==> src/rtl/core/assert_macros.svh <==
// assertion macros used by the core top level
// no dependencies; each macro expects clk and rst_n in scope
`ifndef ASSERT_MACROS_SVH
`define ASSERT_MACROS_SVH

// property must hold at every clock edge outside reset
`define PAC_ASSERT(label, prop, msg) \
    label: assert property (@(posedge clk) disable iff (!rst_n) (prop)) else $error(msg);

// condition must never be seen at a clock edge outside reset
`define PAC_NEVER(label, cond, msg) \
    label: assert property (@(posedge clk) disable iff (!rst_n) !(cond)) else $error(msg);

`endif

==> src/rtl/core/pacac_pkg.sv <==
// shared types, codes and constants of the pin and card access controller core
// no dependencies
`default_nettype none

package pacac_pkg;

    localparam int CODE_DIGITS = 4;
    localparam int CNT_W       = $clog2(CODE_DIGITS + 1);

    localparam logic [1:0] OP_KEY  = 2'd0;
    localparam logic [1:0] OP_CARD = 2'd1;
    localparam logic [1:0] OP_TICK = 2'd2;

    localparam logic [3:0] KEY_DIGIT_MAX = 4'd9;
    localparam logic [3:0] KEY_STAR      = 4'd10;
    localparam logic [3:0] KEY_HASH      = 4'd11;

    localparam logic [1:0] MODE_IDLE = 2'd0;
    localparam logic [1:0] MODE_OPEN = 2'd1;
    localparam logic [1:0] MODE_LOCK = 2'd2;

    localparam logic [3:0] EV_NONE       = 4'd0;
    localparam logic [3:0] EV_DIGIT      = 4'd1;
    localparam logic [3:0] EV_CLEARED    = 4'd2;
    localparam logic [3:0] EV_CODE_OK    = 4'd3;
    localparam logic [3:0] EV_CODE_BAD   = 4'd4;
    localparam logic [3:0] EV_CARD_OK    = 4'd5;
    localparam logic [3:0] EV_CARD_BAD   = 4'd6;
    localparam logic [3:0] EV_GRANTED    = 4'd7;
    localparam logic [3:0] EV_LOCK_START = 4'd8;
    localparam logic [3:0] EV_LOCK_END   = 4'd9;
    localparam logic [3:0] EV_RELOCKED   = 4'd10;
    localparam logic [3:0] EV_IGNORED    = 4'd11;

    localparam logic [2:0] REG_STORED_CODE    = 3'd0;
    localparam logic [2:0] REG_STORED_CARD    = 3'd1;
    localparam logic [2:0] REG_ATTEMPT_LIMIT  = 3'd2;
    localparam logic [2:0] REG_LOCKOUT_LENGTH = 3'd3;
    localparam logic [2:0] REG_OPEN_LENGTH    = 3'd4;

    localparam logic [15:0] RST_STORED_CODE    = 16'h1234;
    localparam logic [39:0] RST_STORED_CARD    = 40'hA1B2C3D4E5;
    localparam logic [3:0]  RST_ATTEMPT_LIMIT  = 4'd3;
    localparam logic [15:0] RST_LOCKOUT_LENGTH = 16'd30000;
    localparam logic [15:0] RST_OPEN_LENGTH    = 16'd2000;

    localparam logic [3:0] FAIL_MAX = 4'hF;

    typedef struct packed {
        logic [15:0] stored_code;
        logic [39:0] stored_card;
        logic [3:0]  attempt_limit;
        logic [15:0] lockout_length;
        logic [15:0] open_length;
    } cfg_t;

    typedef struct packed {
        logic [1:0]  op;
        logic [3:0]  key_code;
        logic [39:0] card_id;
    } item_t;

    typedef struct packed {
        logic [3:0]  event_res;
        logic        relay_open;
        logic        locked_out;
        logic [3:0]  failures;
        logic [2:0]  digits_held;
        logic        code_ok;
        logic        card_ok;
        logic [15:0] ticks_left;
    } res_t;

endpackage

`default_nettype wire

==> src/rtl/core/pin_and_card_access_controller_core.sv <==
// top level of the pin and card access controller core
// depends on pacac_pkg, pacac_cfg, pacac_fsm, pacac_out_reg and assert_macros.svh
//
// channel   dir  handshake           payload
// s_*       in   s_tvalid/s_tready   tuser op, tdata key_code and card_id
// m_*       out  m_tvalid/m_tready   tuser event_res, tdata status fields
// cfg_*     in   cfg_we              cfg_index, cfg_wdata
//
// one item per cycle while results are not stalled; the result register follows the input register
// the step runs between the input register and the result register
// a stalled result holds the step; one more item waits in the input register
// reset clears all lock state and loads the register defaults
`default_nettype none

`include "assert_macros.svh"

module pin_and_card_access_controller_core
(
    input  wire logic        clk,
    input  wire logic        rst_n,
    input  wire logic        s_tvalid,
    output logic             s_tready,
    input  wire logic [47:0] s_tdata,   // key_code[3:0], card_id[43:4], zero fill
    input  wire logic [1:0]  s_tuser,   // op[1:0]
    output logic             m_tvalid,
    input  wire logic        m_tready,
    output logic [31:0]      m_tdata,   // relay_open[0], locked_out[1], failures[5:2],
                                        // digits_held[8:6], code_ok[9], card_ok[10],
                                        // ticks_left[26:11], zero fill
    output logic [3:0]       m_tuser,   // event_res[3:0]
    input  wire logic        cfg_we,
    input  wire logic [2:0]  cfg_index,
    input  wire logic [39:0] cfg_wdata
);

    logic             in_valid_reg;
    logic             in_valid_next;
    pacac_pkg::item_t in_item_reg;
    logic             advance;
    pacac_pkg::cfg_t  cfg;
    pacac_pkg::res_t  res;

    assign advance  = in_valid_reg && (!m_tvalid || m_tready);
    assign s_tready = !in_valid_reg || advance;

    always_comb
    begin
        in_valid_next = in_valid_reg;
        if (s_tvalid && s_tready)
        begin
            in_valid_next = 1'b1;
        end
        else if (advance)
        begin
            in_valid_next = 1'b0;
        end
    end

    always_ff @(posedge clk or negedge rst_n)
    begin
        if (!rst_n)
        begin
            in_valid_reg <= 1'b0;
        end
        else
        begin
            in_valid_reg <= in_valid_next;
        end
    end

    always_ff @(posedge clk)
    begin
        if (s_tvalid && s_tready)
        begin
            in_item_reg.op       <= s_tuser;
            in_item_reg.key_code <= s_tdata[3:0];
            in_item_reg.card_id  <= s_tdata[43:4];
        end
    end

    pacac_cfg u_cfg
    (
        .clk       (clk),
        .rst_n     (rst_n),
        .cfg_we    (cfg_we),
        .cfg_index (cfg_index),
        .cfg_wdata (cfg_wdata),
        .cfg       (cfg)
    );

    pacac_fsm u_fsm
    (
        .clk   (clk),
        .rst_n (rst_n),
        .en    (advance),
        .item  (in_item_reg),
        .cfg   (cfg),
        .res   (res)
    );

    pacac_out_reg u_out
    (
        .clk      (clk),
        .rst_n    (rst_n),
        .load     (advance),
        .res      (res),
        .m_tready (m_tready),
        .m_tvalid (m_tvalid),
        .m_tdata  (m_tdata),
        .m_tuser  (m_tuser)
    );

    `PAC_NEVER(a_open_and_locked, m_tvalid && m_tdata[0] && m_tdata[1], "relay open during lockout")
    `PAC_ASSERT(a_idle_no_ticks, (m_tvalid && !m_tdata[0] && !m_tdata[1]) |-> (m_tdata[26:11] == 16'd0), "ticks left while idle")
    `PAC_ASSERT(a_digits_bound, m_tvalid |-> (m_tdata[8:6] <= 3'(pacac_pkg::CODE_DIGITS)), "entry holds too many digits")
    `PAC_ASSERT(a_stall_holds_input, (in_valid_reg && !advance) |=> in_valid_reg, "pending item lost during stall")

endmodule

`default_nettype wire

==> src/rtl/core/pacac_cfg.sv <==
// configuration register bank of the access controller core
// depends on pacac_pkg
`default_nettype none

module pacac_cfg
(
    input  wire logic                clk,
    input  wire logic                rst_n,
    input  wire logic                cfg_we,
    input  wire logic [2:0]          cfg_index,
    input  wire logic [39:0]         cfg_wdata,
    output pacac_pkg::cfg_t          cfg
);

    pacac_pkg::cfg_t cfg_reg;
    pacac_pkg::cfg_t cfg_next;

    always_comb
    begin
        cfg_next = cfg_reg;
        if (cfg_we)
        begin
            case (cfg_index)
                pacac_pkg::REG_STORED_CODE:    cfg_next.stored_code    = cfg_wdata[15:0];
                pacac_pkg::REG_STORED_CARD:    cfg_next.stored_card    = cfg_wdata;
                pacac_pkg::REG_ATTEMPT_LIMIT:  cfg_next.attempt_limit  = cfg_wdata[3:0];
                pacac_pkg::REG_LOCKOUT_LENGTH: cfg_next.lockout_length = cfg_wdata[15:0];
                pacac_pkg::REG_OPEN_LENGTH:    cfg_next.open_length    = cfg_wdata[15:0];
                default:                       cfg_next = cfg_reg;
            endcase
        end
    end

    always_ff @(posedge clk or negedge rst_n)
    begin
        if (!rst_n)
        begin
            cfg_reg.stored_code    <= pacac_pkg::RST_STORED_CODE;
            cfg_reg.stored_card    <= pacac_pkg::RST_STORED_CARD;
            cfg_reg.attempt_limit  <= pacac_pkg::RST_ATTEMPT_LIMIT;
            cfg_reg.lockout_length <= pacac_pkg::RST_LOCKOUT_LENGTH;
            cfg_reg.open_length    <= pacac_pkg::RST_OPEN_LENGTH;
        end
        else
        begin
            cfg_reg <= cfg_next;
        end
    end

    assign cfg = cfg_reg;

endmodule

`default_nettype wire

==> src/rtl/core/pacac_fsm.sv <==
// lock state registers and the single-pass step logic for one item
// depends on pacac_pkg
`default_nettype none

module pacac_fsm
(
    input  wire logic                clk,
    input  wire logic                rst_n,
    input  wire logic                en,
    input  wire pacac_pkg::item_t    item,
    input  wire pacac_pkg::cfg_t     cfg,
    output pacac_pkg::res_t          res
);

    logic [3:0]                  digits_reg [pacac_pkg::CODE_DIGITS];
    logic [3:0]                  digits_next [pacac_pkg::CODE_DIGITS];
    logic [pacac_pkg::CNT_W-1:0] count_reg;
    logic [pacac_pkg::CNT_W-1:0] count_next;
    logic                        code_flag_reg;
    logic                        code_flag_next;
    logic                        card_flag_reg;
    logic                        card_flag_next;
    logic [3:0]                  fail_reg;
    logic [3:0]                  fail_next;
    logic [1:0]                  mode_reg;
    logic [1:0]                  mode_next;
    logic [15:0]                 timer_reg;
    logic [15:0]                 timer_next;

    logic [3:0]  ev;
    logic [3:0]  fail_inc;
    logic        code_match;
    logic [31:0] code_ext;
    logic        fail_locks;

    assign code_ext   = {16'h0000, cfg.stored_code};
    assign fail_inc   = (fail_reg != pacac_pkg::FAIL_MAX) ? fail_reg + 4'd1 : fail_reg;
    assign fail_locks = (fail_inc >= cfg.attempt_limit);

    always_comb
    begin
        code_match = (count_reg == pacac_pkg::CNT_W'(pacac_pkg::CODE_DIGITS));
        for (int i = 0; i < pacac_pkg::CODE_DIGITS; i++)
        begin
            if (digits_reg[i] != code_ext[4*(pacac_pkg::CODE_DIGITS-1-i) +: 4])
            begin
                code_match = 1'b0;
            end
        end
    end

    always_comb
    begin
        digits_next    = digits_reg;
        count_next     = count_reg;
        code_flag_next = code_flag_reg;
        card_flag_next = card_flag_reg;
        fail_next      = fail_reg;
        mode_next      = mode_reg;
        timer_next     = timer_reg;
        ev             = pacac_pkg::EV_NONE;

        case (item.op)
            pacac_pkg::OP_TICK:
            begin
                if (mode_reg != pacac_pkg::MODE_IDLE)
                begin
                    if (timer_reg > 16'd1)
                    begin
                        timer_next = timer_reg - 16'd1;
                    end
                    else
                    begin
                        timer_next = 16'd0;
                        mode_next  = pacac_pkg::MODE_IDLE;
                        if (mode_reg == pacac_pkg::MODE_OPEN)
                        begin
                            code_flag_next = 1'b0;
                            card_flag_next = 1'b0;
                            count_next     = '0;
                            for (int i = 0; i < pacac_pkg::CODE_DIGITS; i++)
                            begin
                                digits_next[i] = 4'd0;
                            end
                            ev = pacac_pkg::EV_RELOCKED;
                        end
                        else
                        begin
                            fail_next = 4'd0;
                            ev        = pacac_pkg::EV_LOCK_END;
                        end
                    end
                end
            end
            pacac_pkg::OP_KEY:
            begin
                if (mode_reg != pacac_pkg::MODE_IDLE)
                begin
                    ev = pacac_pkg::EV_IGNORED;
                end
                else if (item.key_code <= pacac_pkg::KEY_DIGIT_MAX)
                begin
                    if (count_reg < pacac_pkg::CNT_W'(pacac_pkg::CODE_DIGITS))
                    begin
                        for (int i = 0; i < pacac_pkg::CODE_DIGITS; i++)
                        begin
                            if (count_reg == pacac_pkg::CNT_W'(i))
                            begin
                                digits_next[i] = item.key_code;
                            end
                        end
                        count_next = count_reg + pacac_pkg::CNT_W'(1);
                        ev         = pacac_pkg::EV_DIGIT;
                    end
                    else
                    begin
                        ev = pacac_pkg::EV_IGNORED;
                    end
                end
                else if (item.key_code == pacac_pkg::KEY_STAR || item.key_code == pacac_pkg::KEY_HASH)
                begin
                    count_next = '0;
                    for (int i = 0; i < pacac_pkg::CODE_DIGITS; i++)
                    begin
                        digits_next[i] = 4'd0;
                    end
                    if (item.key_code == pacac_pkg::KEY_STAR)
                    begin
                        ev = pacac_pkg::EV_CLEARED;
                    end
                    else if (code_match)
                    begin
                        code_flag_next = 1'b1;
                        if (card_flag_reg)
                        begin
                            mode_next  = pacac_pkg::MODE_OPEN;
                            timer_next = cfg.open_length;
                            ev         = pacac_pkg::EV_GRANTED;
                        end
                        else
                        begin
                            ev = pacac_pkg::EV_CODE_OK;
                        end
                    end
                    else
                    begin
                        code_flag_next = 1'b0;
                        fail_next      = fail_inc;
                        if (fail_locks)
                        begin
                            mode_next  = pacac_pkg::MODE_LOCK;
                            timer_next = cfg.lockout_length;
                            ev         = pacac_pkg::EV_LOCK_START;
                        end
                        else
                        begin
                            ev = pacac_pkg::EV_CODE_BAD;
                        end
                    end
                end
                else
                begin
                    ev = pacac_pkg::EV_IGNORED;
                end
            end
            pacac_pkg::OP_CARD:
            begin
                if (mode_reg != pacac_pkg::MODE_IDLE)
                begin
                    ev = pacac_pkg::EV_IGNORED;
                end
                else if (item.card_id == cfg.stored_card)
                begin
                    card_flag_next = 1'b1;
                    if (code_flag_reg)
                    begin
                        mode_next  = pacac_pkg::MODE_OPEN;
                        timer_next = cfg.open_length;
                        ev         = pacac_pkg::EV_GRANTED;
                    end
                    else
                    begin
                        ev = pacac_pkg::EV_CARD_OK;
                    end
                end
                else
                begin
                    card_flag_next = 1'b0;
                    fail_next      = fail_inc;
                    if (fail_locks)
                    begin
                        mode_next  = pacac_pkg::MODE_LOCK;
                        timer_next = cfg.lockout_length;
                        ev         = pacac_pkg::EV_LOCK_START;
                    end
                    else
                    begin
                        ev = pacac_pkg::EV_CARD_BAD;
                    end
                end
            end
            default:
            begin
                ev = pacac_pkg::EV_IGNORED;
            end
        endcase
    end

    always_ff @(posedge clk or negedge rst_n)
    begin
        if (!rst_n)
        begin
            for (int i = 0; i < pacac_pkg::CODE_DIGITS; i++)
            begin
                digits_reg[i] <= 4'd0;
            end
            count_reg     <= '0;
            code_flag_reg <= 1'b0;
            card_flag_reg <= 1'b0;
            fail_reg      <= 4'd0;
            mode_reg      <= pacac_pkg::MODE_IDLE;
            timer_reg     <= 16'd0;
        end
        else if (en)
        begin
            digits_reg    <= digits_next;
            count_reg     <= count_next;
            code_flag_reg <= code_flag_next;
            card_flag_reg <= card_flag_next;
            fail_reg      <= fail_next;
            mode_reg      <= mode_next;
            timer_reg     <= timer_next;
        end
    end

    always_comb
    begin
        res.event_res   = ev;
        res.relay_open  = (mode_next == pacac_pkg::MODE_OPEN);
        res.locked_out  = (mode_next == pacac_pkg::MODE_LOCK);
        res.failures    = fail_next;
        res.digits_held = 3'(count_next);
        res.code_ok     = code_flag_next;
        res.card_ok     = card_flag_next;
        res.ticks_left  = (mode_next != pacac_pkg::MODE_IDLE) ? timer_next : 16'd0;
    end

endmodule

`default_nettype wire

==> src/rtl/core/pacac_out_reg.sv <==
// result register on the master side, holds a result until its transfer
// depends on pacac_pkg
`default_nettype none

module pacac_out_reg
(
    input  wire logic                clk,
    input  wire logic                rst_n,
    input  wire logic                load,
    input  wire pacac_pkg::res_t     res,
    input  wire logic                m_tready,
    output logic                     m_tvalid,
    output logic [31:0]              m_tdata,
    output logic [3:0]               m_tuser
);

    logic            valid_reg;
    logic            valid_next;
    pacac_pkg::res_t res_reg;

    always_comb
    begin
        valid_next = valid_reg;
        if (load)
        begin
            valid_next = 1'b1;
        end
        else if (m_tready)
        begin
            valid_next = 1'b0;
        end
    end

    always_ff @(posedge clk or negedge rst_n)
    begin
        if (!rst_n)
        begin
            valid_reg <= 1'b0;
        end
        else
        begin
            valid_reg <= valid_next;
        end
    end

    always_ff @(posedge clk)
    begin
        if (load)
        begin
            res_reg <= res;
        end
    end

    assign m_tvalid = valid_reg;
    assign m_tuser  = res_reg.event_res;
    assign m_tdata  = {5'd0, res_reg.ticks_left, res_reg.card_ok, res_reg.code_ok,
                       res_reg.digits_held, res_reg.failures, res_reg.locked_out,
                       res_reg.relay_open};

endmodule

`default_nettype wire
==> config.mk <==
export PLATFORM = sky130hd
export DESIGN_NAME = pin_and_card_access_controller_core
export DESIGN_NICKNAME = d
export VERILOG_FILES = /design/src/rtl/core/pacac_pkg.sv /design/src/rtl/core/pin_and_card_access_controller_core.sv /design/src/rtl/core/pacac_cfg.sv /design/src/rtl/core/pacac_fsm.sv /design/src/rtl/core/pacac_out_reg.sv
export VERILOG_INCLUDE_DIRS = /design/src /design/src/rtl/core
export SDC_FILE = /design/constraint.sdc
export NUM_CORES = 1
export LEC_CHECK = 0
export BUFFER_PORTS_ARGS = -buffer_cell sky130_fd_sc_hd__buf_2
export CORE_ASPECT_RATIO = 1.25
export CORE_MARGIN = 4
export CORE_UTILIZATION = 35
export CTS_CLUSTER_SIZE = 30
export DETAILED_ROUTE_END_ITERATION = 6
export REMOVE_ABC_BUFFERS = 1
export SLEW_MARGIN = 5
export SYNTH_ARGS = -nofsm -noshare
export SYNTH_HDL_FRONTEND = slang
export SYNTH_SLANG_ARGS = --single-unit
==> constraint.sdc <==
create_clock -name clk -period 7.89 [get_ports clk]
set_input_delay 0.789 -clock clk [delete_from_list [all_inputs] [get_ports clk]]
set_output_delay 0.789 -clock clk [all_outputs]
set_load 0.02 [all_outputs]
==> results.json, run 1 <==
{
  "clock-sinks": 214,
  "ff_latch_area_um2": 5791,
  "dr.pass1.iters": 5,
  "start_kind": "flip-flop",
  "final_common_cell": "buf_2",
  "synth-seq-cells": 214,
  "final_layout_size_suffix_gt1_frac": 0.2989,
  "viasPerCell": 5.449,
  "r2r-end": "u_out.m_tdata[11]",
  "port_buffers": 126,
  "max_stage_delay_ns": 0.51,
  "cts_root_buf": "clkbuf_16",
  "crit_path_cell_trace": "ha_1, and3_1, mux2_2, ha_1, a2111oi_2, nor2_2, buf_4, o21ai_1, o32ai_1, a22oi_1, nand2_1, o211a_1",
  "async_reset_ff_frac": 0.6402,
  "crit_top_cell": "ha_1",
  "drt-total-wl_um": 29610,
  "ant_nets": 0,
  "hold_violations": 0,
  "max-cap-violations": 0,
  "p_comb_frac": 0.274,
  "gp_congestion": 0.9094,
  "fmaxAchievable_mhz": 233.5,
  "switching_share": 0.3381,
  "detailed_place_hpwl_um": 21500,
  "drtIter0Drc": 656,
  "yosysSeqAreaShare": 0.5181,
  "final_cell_mix": "125 x buf_2, 97 x mux2_2, 97 x dfrtp_1",
  "vias": 8234,
  "ys_types": 79,
  "cpMaxStageDelayCell": "a2111oi_2",
  "grt_pass1_vias": 8314,
  "p_switching_mw": 1.267,
  "slew_violations": 0,
  "die_h_um": 207.8,
  "tns_ns": 0,
  "path_class": "flip-flop to flip-flop",
  "ir_worst_vdd_uv": 195.3,
  "grt_start_max_net_pins": 73,
  "htree_num_levels": 1,
  "yosysWarnings": 0,
  "period_share": 0.5429,
  "start_util": 0.3575,
  "area_growth_pct": 15.86,
  "largest_reg_flops": 92,
  "p_clk_frac": 0.290,
  "syn_avg_cell_area_um2": 11.38,
  "cts_buffer_depth": 3,
  "ctsResizeCount": 0,
  "cts_buffers": 24,
  "p_per_area_nw_per_um2": 289.5,
  "crit_fanout": 18,
  "syn_area_um2": 11180,
  "layout.nets": 1199,
  "finalCriticalPeriod_ns": 4.283,
  "multi_input_area_um2": 5066,
  "seqPwrFrac": 0.436,
  "maxSlewHeadroom": 0.2555,
  "p_int_mw": 2.481,
  "outcome": "finished, final reports clean",
  "drc": 0,
  "rows": 72,
  "endpoint_kind": "flip-flop",
  "hold_buffers": 0,
  "ff2ff_path_depth": 12,
  "rsz0062_at_grt": "false",
  "worst_slew_pin_slew_ns": 1.117,
  "syn-instance-count": 982,
  "grt_pass1_wl_um": 47380,
  "grt_antenna_before_repair": 0,
  "fin_skew_ns": 0.02974,
  "postCtsSetupRepairBufs": 0,
  "required_ns": 8.16,
  "post_drt_wl_per_cell_um": 19.60,
  "n_antenna_cell": 0,
  "ios": 136,
  "synth-edff-count": 77,
  "whs_ns": 0.2723,
  "r2r_start": "u_fsm.fail_reg[0]",
  "gr-total-overflow": 0,
  "arrival_ns": 4.55,
  "clk_pin_slew_ns": 0.06,
  "die_area_um2": 34880,
  "hold_path_class": "input port to async pin",
  "track_usage": 0.1664,
  "dieWidth_um": 167.8,
  "n_fill_cell": 2958,
  "reg2reg_setup_slack_ns": 3.61,
  "worstSkewPairLatency_ns": 0.53,
  "tritoncts": "done",
  "core_area_um2": 31260,
  "setup_viol": 0,
  "ys.flop_type": "dfrtp_1",
  "p_leak_nw": 5.295
}
## metal layers
metal  wire, µm  track usage  vias up
met3       1552      0.02400       55
li1           -            -     3866
met1      12220       0.2116     4015
met2      14840       0.2885      298
met5          0            0        -
met4        999      0.05823        0
## through the flow
stage          setup slack [ns]  cell area (µm²)  power [mW]  cells  utilization
2_1_floorplan             4.374            10920       2.313    922            -
3_3_place_gp              3.645            12170       2.646   1467       0.3894
3_5_place_dp              3.573            12170       2.670   1467       0.3894
4_1_cts                   3.566            12950       3.771   1511       0.4143
5_1_grt                   3.229            12950       3.976   1511       0.4143
6_report                  3.607            12950       3.748   1511       0.4143
## layout make-up
class / instances / area share
tap: 407 / 0.03932
clock inverter: 8 / 0.003768
timing repair buffer: 138 / 0.05614
clock buffer: 36 / 0.05633
sequential: 214 / 0.4472
multi-input combinational: 687 / 0.3912
inverter: 21 / 0.006087
## critical path: cells and delay by family, from the launching register on
kind | cells | cell delay, ns
simple gates | 3 | 0.74
fa+ha+maj | 2 | 0.57
buf+inv | 1 | 0.23
compound gates | 5 | 1.62
mux | 1 | 0.38
flops | 1 | 0.48
## how the worst max path moves through the flow
stage	start	to	slack, ns	cells past startpoint
3_5_place_dp	u_fsm.fail_reg[0]	u_out.m_tdata[16]	3.57	12
4_1_cts	u_fsm.fail_reg[0]	u_out.m_tdata[11]	3.57	12
2_1_floorplan	u_fsm.fail_reg[0]	u_out.m_tdata[16]	4.37	11
5_1_grt	u_fsm.fail_reg[0]	u_out.m_tdata[11]	3.23	12
3_3_place_gp	u_fsm.fail_reg[0]	u_out.m_tdata[16]	3.64	12
6_report	u_fsm.fail_reg[0]	u_out.m_tdata[11]	3.61	12
## synth_stat cells, types with 4 or more instances
library cell,count,area share
nor2_2,4,0.0022
mux2i_1,23,0.021
o211a_1,7,0.0063
nor3_1,17,0.0076
nand4_1,12,0.0067
nand2b_1,11,0.0062
ha_1,15,0.017
nor2_1,47,0.016
a21oi_1,34,0.015
mux2_2,97,0.098
a31oi_1,23,0.013
dfrtp_1,97,0.22
mux2_1,13,0.013
or3_1,4,0.0022
a22oi_1,4,0.0027
o22a_1,4,0.0031
nor4_1,18,0.010
o21ai_1,10,0.0045
nor2b_1,14,0.0078
nand2_1,65,0.022
buf_4,5,0.0034
and2_1,7,0.0039
clkbuf_1,49,0.016
nand3b_1,4,0.0027
o221ai_1,15,0.012
buf_2,7,0.0031
nand3_1,21,0.0094
a21o_1,7,0.0047
dfstp_2,40,0.094
o21a_1,8,0.0054
o21ai_0,41,0.018
xor2_1,45,0.035
edfxtp_1,77,0.21
a22o_1,9,0.0071
inv_1,20,0.0067
xnor2_1,13,0.010
and3_1,13,0.0073
o221a_1,4,0.0040
o41ai_1,4,0.0031
o211ai_1,11,0.0074
## power groups by stage
stage / logic [mW] / registers [mW] / clock network [mW]
floorplan: 0.713 / 1.60 / 0
global placement: 1.01 / 1.64 / 0
detailed placement: 1.02 / 1.65 / 0
CTS: 1.03 / 1.63 / 1.11
global route: 1.14 / 1.66 / 1.17
finish: 1.03 / 1.63 / 1.09
## cell families after synthesis
group	Yosys count	share of synthesized area
AOI/OAI and AO/OA	220	0.1377
xor gates and xnor gates	58	0.04545
adders and majority gates	15	0.01679
buffers and inverters	85	0.03168
DFF	214	0.5181
muxes	133	0.1314
other	1	0.0003355
and+or+nand+nor	256	0.1185
No activity file was read; power rests on OpenSTA's default activity.
==> run 2: changes to the inputs <==
--- a/config.mk
+++ b/config.mk
@@ -6,6 +6,7 @@
 export SDC_FILE = /design/constraint.sdc
 export NUM_CORES = 1
 export LEC_CHECK = 0
+export ABC_AREA = 1
 export BUFFER_PORTS_ARGS = -buffer_cell sky130_fd_sc_hd__buf_2
 export CORE_ASPECT_RATIO = 1.25
 export CORE_MARGIN = 4
==> constraint.sdc (replaced) <==
create_clock -name clk -period 3.8 [get_ports clk]
set_input_delay 0.38 -clock clk [delete_from_list [all_inputs] [get_ports clk]]
set_output_delay 0.38 -clock clk [all_outputs]
set_load 0.02 [all_outputs]
==> results.json, run 2 <==
{
  "crit_top_cell": "nand2_1",
  "worstSkewPairLatency_ns": 0.55,
  "start_kind": "flip-flop",
  "area_growth_pct": 19.06,
  "outcome": "finished, final reports clean",
  "layout.cells.non_filler": 2207,
  "grt_pass1_vias": 10350,
  "htree_num_levels": 1,
  "cpMaxStageDelayCell": "dfrtp_1",
  "hold_violations": 0,
  "syn-instance-count": 1577,
  "detailed_place_hpwl_um": 24640,
  "finalCriticalPeriod_ns": 3.192,
  "synth_mux_area_frac": 0.008367,
  "period_share": 0.8399,
  "synth_most_common_cell": "nand2_1",
  "syn_avg_cell_area_um2": 7.681,
  "n_antenna_cell": 0,
  "gp_congestion": 0.9225,
  "synth_xor_area_frac": 0.01952,
  "drtIter0Drc": 800,
  "final_common_cell": "nand2_1",
  "drt-total-wl_um": 34020,
  "die_area_um2": 37670,
  "ys_types": 50,
  "grt_antenna_before_repair": 2,
  "placed_area_um2": 13200,
  "hold_path_class": "input port to flip-flop",
  "gr-total-overflow": 0,
  "post_drt_wl_per_cell_um": 15.41,
  "synthAdderAreaFrac": 0.01549,
  "yosysSeqAreaShare": 0.4780,
  "synth-edff-count": 77,
  "final_area_um2": 14420,
  "fin_total_pwr_mw": 9.519,
  "maxSlewHeadroom": 0.2660,
  "tns_ns": 0,
  "vias": 10630,
  "grt_start_max_net_pins": 85,
  "fmaxAchievable_mhz": 313.3,
  "hold_buffers": 38,
  "port_buffers": 126,
  "postCtsSetupRepairBufs": 0,
  "ir_worst_vdd_uv": 406.0,
  "max-cap-violations": 0,
  "crit_fanout": 12,
  "max_stage_delay_ns": 0.41,
  "ant_nets": 0,
  "p_per_area_nw_per_um2": 660.0,
  "yosysWarnings": 0,
  "post_synth_and_or_nand_nor_area_fraction": 0.2866,
  "cts_buffers": 24,
  "core_area_um2": 33880,
  "synth_compound_gate_area_share": 0.1055,
  "yosysTopAreaCell": "dfrtp_1",
  "clock-sinks": 214,
  "p_leak_nw": 6.873,
  "setup_viol": 0,
  "ys.flop_type": "dfrtp_1",
  "dieWidth_um": 174.4,
  "synth-seq-cells": 214,
  "syn_area_um2": 12110,
  "endpoint_kind": "flip-flop",
  "netlist.area_leader.share": 0.2004,
  "arrival_ns": 3.49,
  "final_cell_mix": "528 x nand2_1, 185 x inv_1, 142 x o21ai_0",
  "layout.nets": 1840,
  "path_class": "flip-flop to flip-flop",
  "slew_violations": 0,
  "rsz0062_at_grt": "false",
  "track_usage": 0.1796,
  "start_util": 0.3576,
  "rows": 75,
  "cts_root_buf": "clkbuf_16",
  "die_h_um": 216.0,
  "async_reset_ff_frac": 0.6402,
  "drc": 0,
  "cts_buffer_depth": 3,
  "synth_common_cells": "529 x nand2_1, 187 x inv_1, 142 x o21ai_0",
  "synth_top_family_by_area": "simple AND/OR/NAND/NOR gates",
  "required_ns": 4.09,
  "crit_path_cell_trace": "ha_1, nand2_1, inv_1, o21ai_0, o21ai_0, ha_1, a21oi_1, nand3_1, inv_1, buf_4, nand2_1, o21ai_0, nand3_1, nand3_1, nand2_1, inv_1, nand2_1, nand2_1, nor2_2",
  "clk_pin_slew_ns": 0.06,
  "final_layout_size_suffix_gt1_frac": 0.1685,
  "viasPerCell": 4.815,
  "fin_skew_ns": 0.02701,
  "dp.cells": 2125,
  "ctsResizeCount": 0,
  "dr.pass1.iters": 6,
  "yosys-top-cells-area": "dfrtp_1 20%, edfxtp_1 19%, nand2_1 16%",
  "worst_slew_pin_slew_ns": 1.098,
  "tritoncts": "done",
  "grt_pass1_wl_um": 55540,
  "largest_reg_flops": 92,
  "ios": 136
}
[run 2: changes by cell type in the layout (fill, tap and decap cells not counted), moves of 18 or more]
cell and change:
inv_1 +165, nor2_1 +48, o21ai_1 +18, mux2i_1 -23
o21ai_0 +101, nand2_1 +463, xor2_1 -34, nand3_1 +80
a21oi_1 +20, mux2_2 -88, dlygate4sd3_1 +38, a31oi_1 -19
[run 2: final timing paths]
path	startpoint	to	slack, ns	depth (start not counted)
hold reg to reg	u_cfg.cfg[59]	u_cfg.cfg[59]	0.48	2
hold / removal	s_tdata[3]	in_item_reg[43]	0.03	1
max in group asynchronous	rst_n	u_cfg.cfg[10]	2.47	3
setup / recovery	u_fsm.fail_reg[0]	u_out.m_tdata[15]	0.61	19
setup reg to reg	u_fsm.fail_reg[0]	u_out.m_tdata[15]	0.61	19
min in group asynchronous	rst_n	u_cfg.cfg[69]	0.48	2
[run 2: worst max-delay path, delay by kind of cell (launching register included)]
family	cells	cell delay [ns]
compound gates	4	0.63
fa+ha+maj	2	0.56
buf+inv	4	0.62
flops	1	0.41
simple gates	9	0.69
[run 2: kinds of logic (layout without fill, tap and decap cells)]
logic type | count (synthesis) | count (layout)
AND/OR/NAND/NOR | 806 | 806
AO/OA/AOI/OAI | 243 | 243
XOR/XNOR | 27 | 27
multiplexers | 9 | 9
flip-flops | 214 | 214
other | 1 | 5
buffers and inverters | 262 | 426
adder cells (fa/ha/maj) | 15 | 15
[run 2: power by group]
part           internal (mW)  total, mW  switching [mW]
Clock                   1.47       2.44           0.971
Sequential              2.95       3.42           0.472
Combinational           1.26       3.65            2.39
[run 2: cell type report]
cell class / instances / area (µm²)
fill: 3428 / 19450
sequential: 214 / 5791
multi-input combinational: 1105 / 5296
timing repair buffer: 180 / 1150
inverter: 202 / 765.7
clock buffer: 31 / 678.2
tap: 462 / 578.1
clock inverter: 13 / 162.7
[run 2: routing by layer]
layer  track usage  vias up  part of all wire
met5             0        -           0.00079
met4       0.06258        4             0.033
met3       0.02520       77             0.057
met2        0.3123      349              0.49
met1        0.2288     4836              0.42
li1              -     5361                 -
[run 2: through the flow]
step                      utilization  worst slack, ns  hold WS (ns)
after global routing           0.4257           0.2495       0.01446
after global placement         0.3897           0.6947        0.4674
after CTS                      0.4257           0.6349      0.002459
after floorplan                     -           0.8131       0.08441
after detailed placement       0.3897           0.6521        0.4712
final                          0.4257           0.6084       0.03284
==> run 3: changes to the inputs <==
==> constraint.sdc (replaced) <==
create_clock -name clk -period 2.84 [get_ports clk]
set_input_delay 0.284 -clock clk [delete_from_list [all_inputs] [get_ports clk]]
set_output_delay 0.284 -clock clk [all_outputs]
set_load 0.02 [all_outputs]
==> results.json, run 3 (same netlist as run 2, synthesis figures left out) <==
{
  "final_common_cell": "nand2_1",
  "p_leak_nw": 7.309,
  "arrival_ns": 3.07,
  "grt_antenna_before_repair": 4,
  "clock-sinks": 214,
  "p_per_area_nw_per_um2": 886.9,
  "r2r-end": "u_out.m_tdata[11]",
  "grt_pass1_wl_um": 57750,
  "whs_ns": 0.01667,
  "drt-total-wl_um": 35830,
  "slew_violations": 0,
  "grt_pass1_vias": 10890,
  "grt_start_max_net_pins": 70,
  "final_layout_size_suffix_gt1_frac": 0.2039,
  "path_class": "flip-flop to flip-flop",
  "final_area_um2": 15310,
  "dr.pass1.iters": 5,
  "hold_violations": 0,
  "cpMaxStageDelayCell": "dfrtp_1",
  "clk_pin_slew_ns": 0.06,
  "timing.hold.worst_path_depth": 2,
  "gp_congestion": 0.9443,
  "port_buffers": 126,
  "cts_buffers": 25,
  "start_util": 0.3576,
  "max_stage_delay_ns": 0.36,
  "ios": 136,
  "fin_total_pwr_mw": 13.58,
  "wl_met2_um": 17340,
  "fin_skew_ns": 0.02904,
  "hold_path_class": "input port to flip-flop",
  "endpoint_kind": "flip-flop",
  "largest_reg_flops": 92,
  "cts_buffer_depth": 3,
  "drc": 0,
  "final_cell_mix": "515 x nand2_1, 183 x inv_1, 128 x o21ai_0",
  "period_share": 0.9882,
  "rows": 75,
  "maxSlewHeadroom": 0.4046,
  "post_drt_wl_per_cell_um": 15.66,
  "rsz0062_at_grt": "true",
  "ff2ff_path_depth": 20,
  "drtIter0Drc": 641,
  "hp-start": "cfg_wdata[25]",
  "placed_area_um2": 13590,
  "area_growth_pct": 26.41,
  "viasPerCell": 4.795,
  "worst_slew_pin_slew_ns": 0.8909,
  "gr-total-overflow": 0,
  "start_kind": "flip-flop",
  "setup_viol": 0,
  "top_layer_used": "met5",
  "reg2reg_setup_slack_ns": 0.03,
  "crit_top_cell": "nand2_1",
  "die_area_um2": 37670,
  "vias": 10970,
  "layout.nets": 1918,
  "dieWidth_um": 174.4,
  "finalCriticalPeriod_ns": 2.807,
  "detailed_place_hpwl_um": 25900,
  "max-cap-violations": 0,
  "r2r_start": "u_fsm.fail_reg[1]",
  "fmaxAchievable_mhz": 356.3,
  "outcome": "finished, final reports clean",
  "required_ns": 3.11,
  "cts_root_buf": "clkbuf_16",
  "met3WireLength_um": 1968,
  "holdPathEnd": "u_cfg.cfg[61]",
  "die_h_um": 216.0,
  "crit_fanout": 23,
  "ir_worst_vdd_uv": 603.6,
  "htree_num_levels": 1,
  "worstSkewPairLatency_ns": 0.54,
  "crit_path_cell_trace": "ha_2, nand2_2, inv_2, nand2_4, buf_4, xor2_2, ha_1, nand4_1, nand3_2, inv_2, buf_12, nand2_1, o21ai_2, nand2_1, o21ai_0, nand2_1, nand2_1, nand3b_1, nand2_1, nor2_1",
  "tritoncts": "done",
  "ant_nets": 0,
  "track_usage": 0.1876,
  "core_area_um2": 33880,
  "wl_met1_um": 15070
}
run 3: cell types whose count changed in the layout (fill, tap and decap cells not counted), moves of 5 or more:
| cell | before | now |
|---|---|---|
| buf_12 | 1 | 8 |
| buf_4 | 15 | 50 |
| dlygate4sd3_1 | 38 | 71 |
| nand2_1 | 528 | 515 |
| nand2_2 | 7 | 19 |
| nand3_1 | 101 | 94 |
| nand3_2 | 2 | 9 |
| o21ai_0 | 142 | 128 |
| o21ai_1 | 28 | 33 |
| o21ai_2 | 2 | 11 |
run 3: worst max path at each step:
stage | slack, ns | cells past startpoint | start | end
final | 0.03 | 20 | u_fsm.fail_reg[1] | u_out.m_tdata[11]
after global routing | -0.20 | 23 | u_fsm.fail_reg[1] | u_out.m_tdata[24]
after detailed placement | 0.004 | 17 | u_fsm.fail_reg[0] | u_out.m_tdata[13]
after floorplan | -0.15 | 18 | u_fsm.fail_reg[0] | u_out.m_tdata[11]
after global placement | 0.03 | 20 | u_fsm.fail_reg[0] | u_out.m_tdata[11]
after CTS | 0.01 | 20 | u_fsm.fail_reg[0] | u_out.m_tdata[17]
run 3: worst max-delay path, delay by kind of cell, from the launching register on:
family                     cells  cell delay (ns)
AOI/OAI and AO/OA              2             0.15
xor gates and xnor gates       1             0.14
adders and majority gates      2             0.48
buffers and inverters          4             0.49
DFF                            1             0.36
and+or+nand+nor               11             0.90
run 3: repair_timing:
| action | CTS | global route |
|---|---|---|
| endpoints found under the setup margin | 3 | 36 |
| resized for setup | 4 | 50 |
| pin swaps | 1 | 15 |
| hold buffers | 71 | 0 |
| hold endpoints to repair | 113 | 0 |
| buffers inserted | 0 | 4 |
run 3: where the power goes:
group / internal, mW / switching (mW)
Combinational: 2.23 / 3.57
Sequential: 3.95 / 0.571
Clock: 1.95 / 1.31
Total: 8.12 / 5.46
run 3: area by class of cell:
| type | instances | area, µm² |
|---|---|---|
| fill | 3353 | 18560 |
| multi-input combinational | 1105 | 5421 |
| clock buffer | 33 | 706.9 |
| inverter | 202 | 770.7 |
| clock inverter | 13 | 133.9 |
| sequential | 214 | 5791 |
| tap | 462 | 578.1 |
| timing repair buffer | 257 | 1906 |
| antenna | 2 | 5.005 |
run 3: stage by stage:
stage	instances	setup TNS (ns)	utilization	setup WS [ns]
3_5_place_dp	2165	0	0.4011	0.003671
5_1_grt	2287	-3.063	0.4519	-0.1999
4_1_cts	2282	0	0.4472	0.01500
2_1_floorplan	1521	-1.550	-	-0.1469
6_report	2288	0	0.4520	0.03349
3_3_place_gp	2165	0	0.4011	0.02928
run 3: per-layer routing:
metal,vias up,GRT usage
met5,-,0
met4,4,0.07130
met3,77,0.03010
met2,325,0.3235
met1,5047,0.2365
li1,5517,-
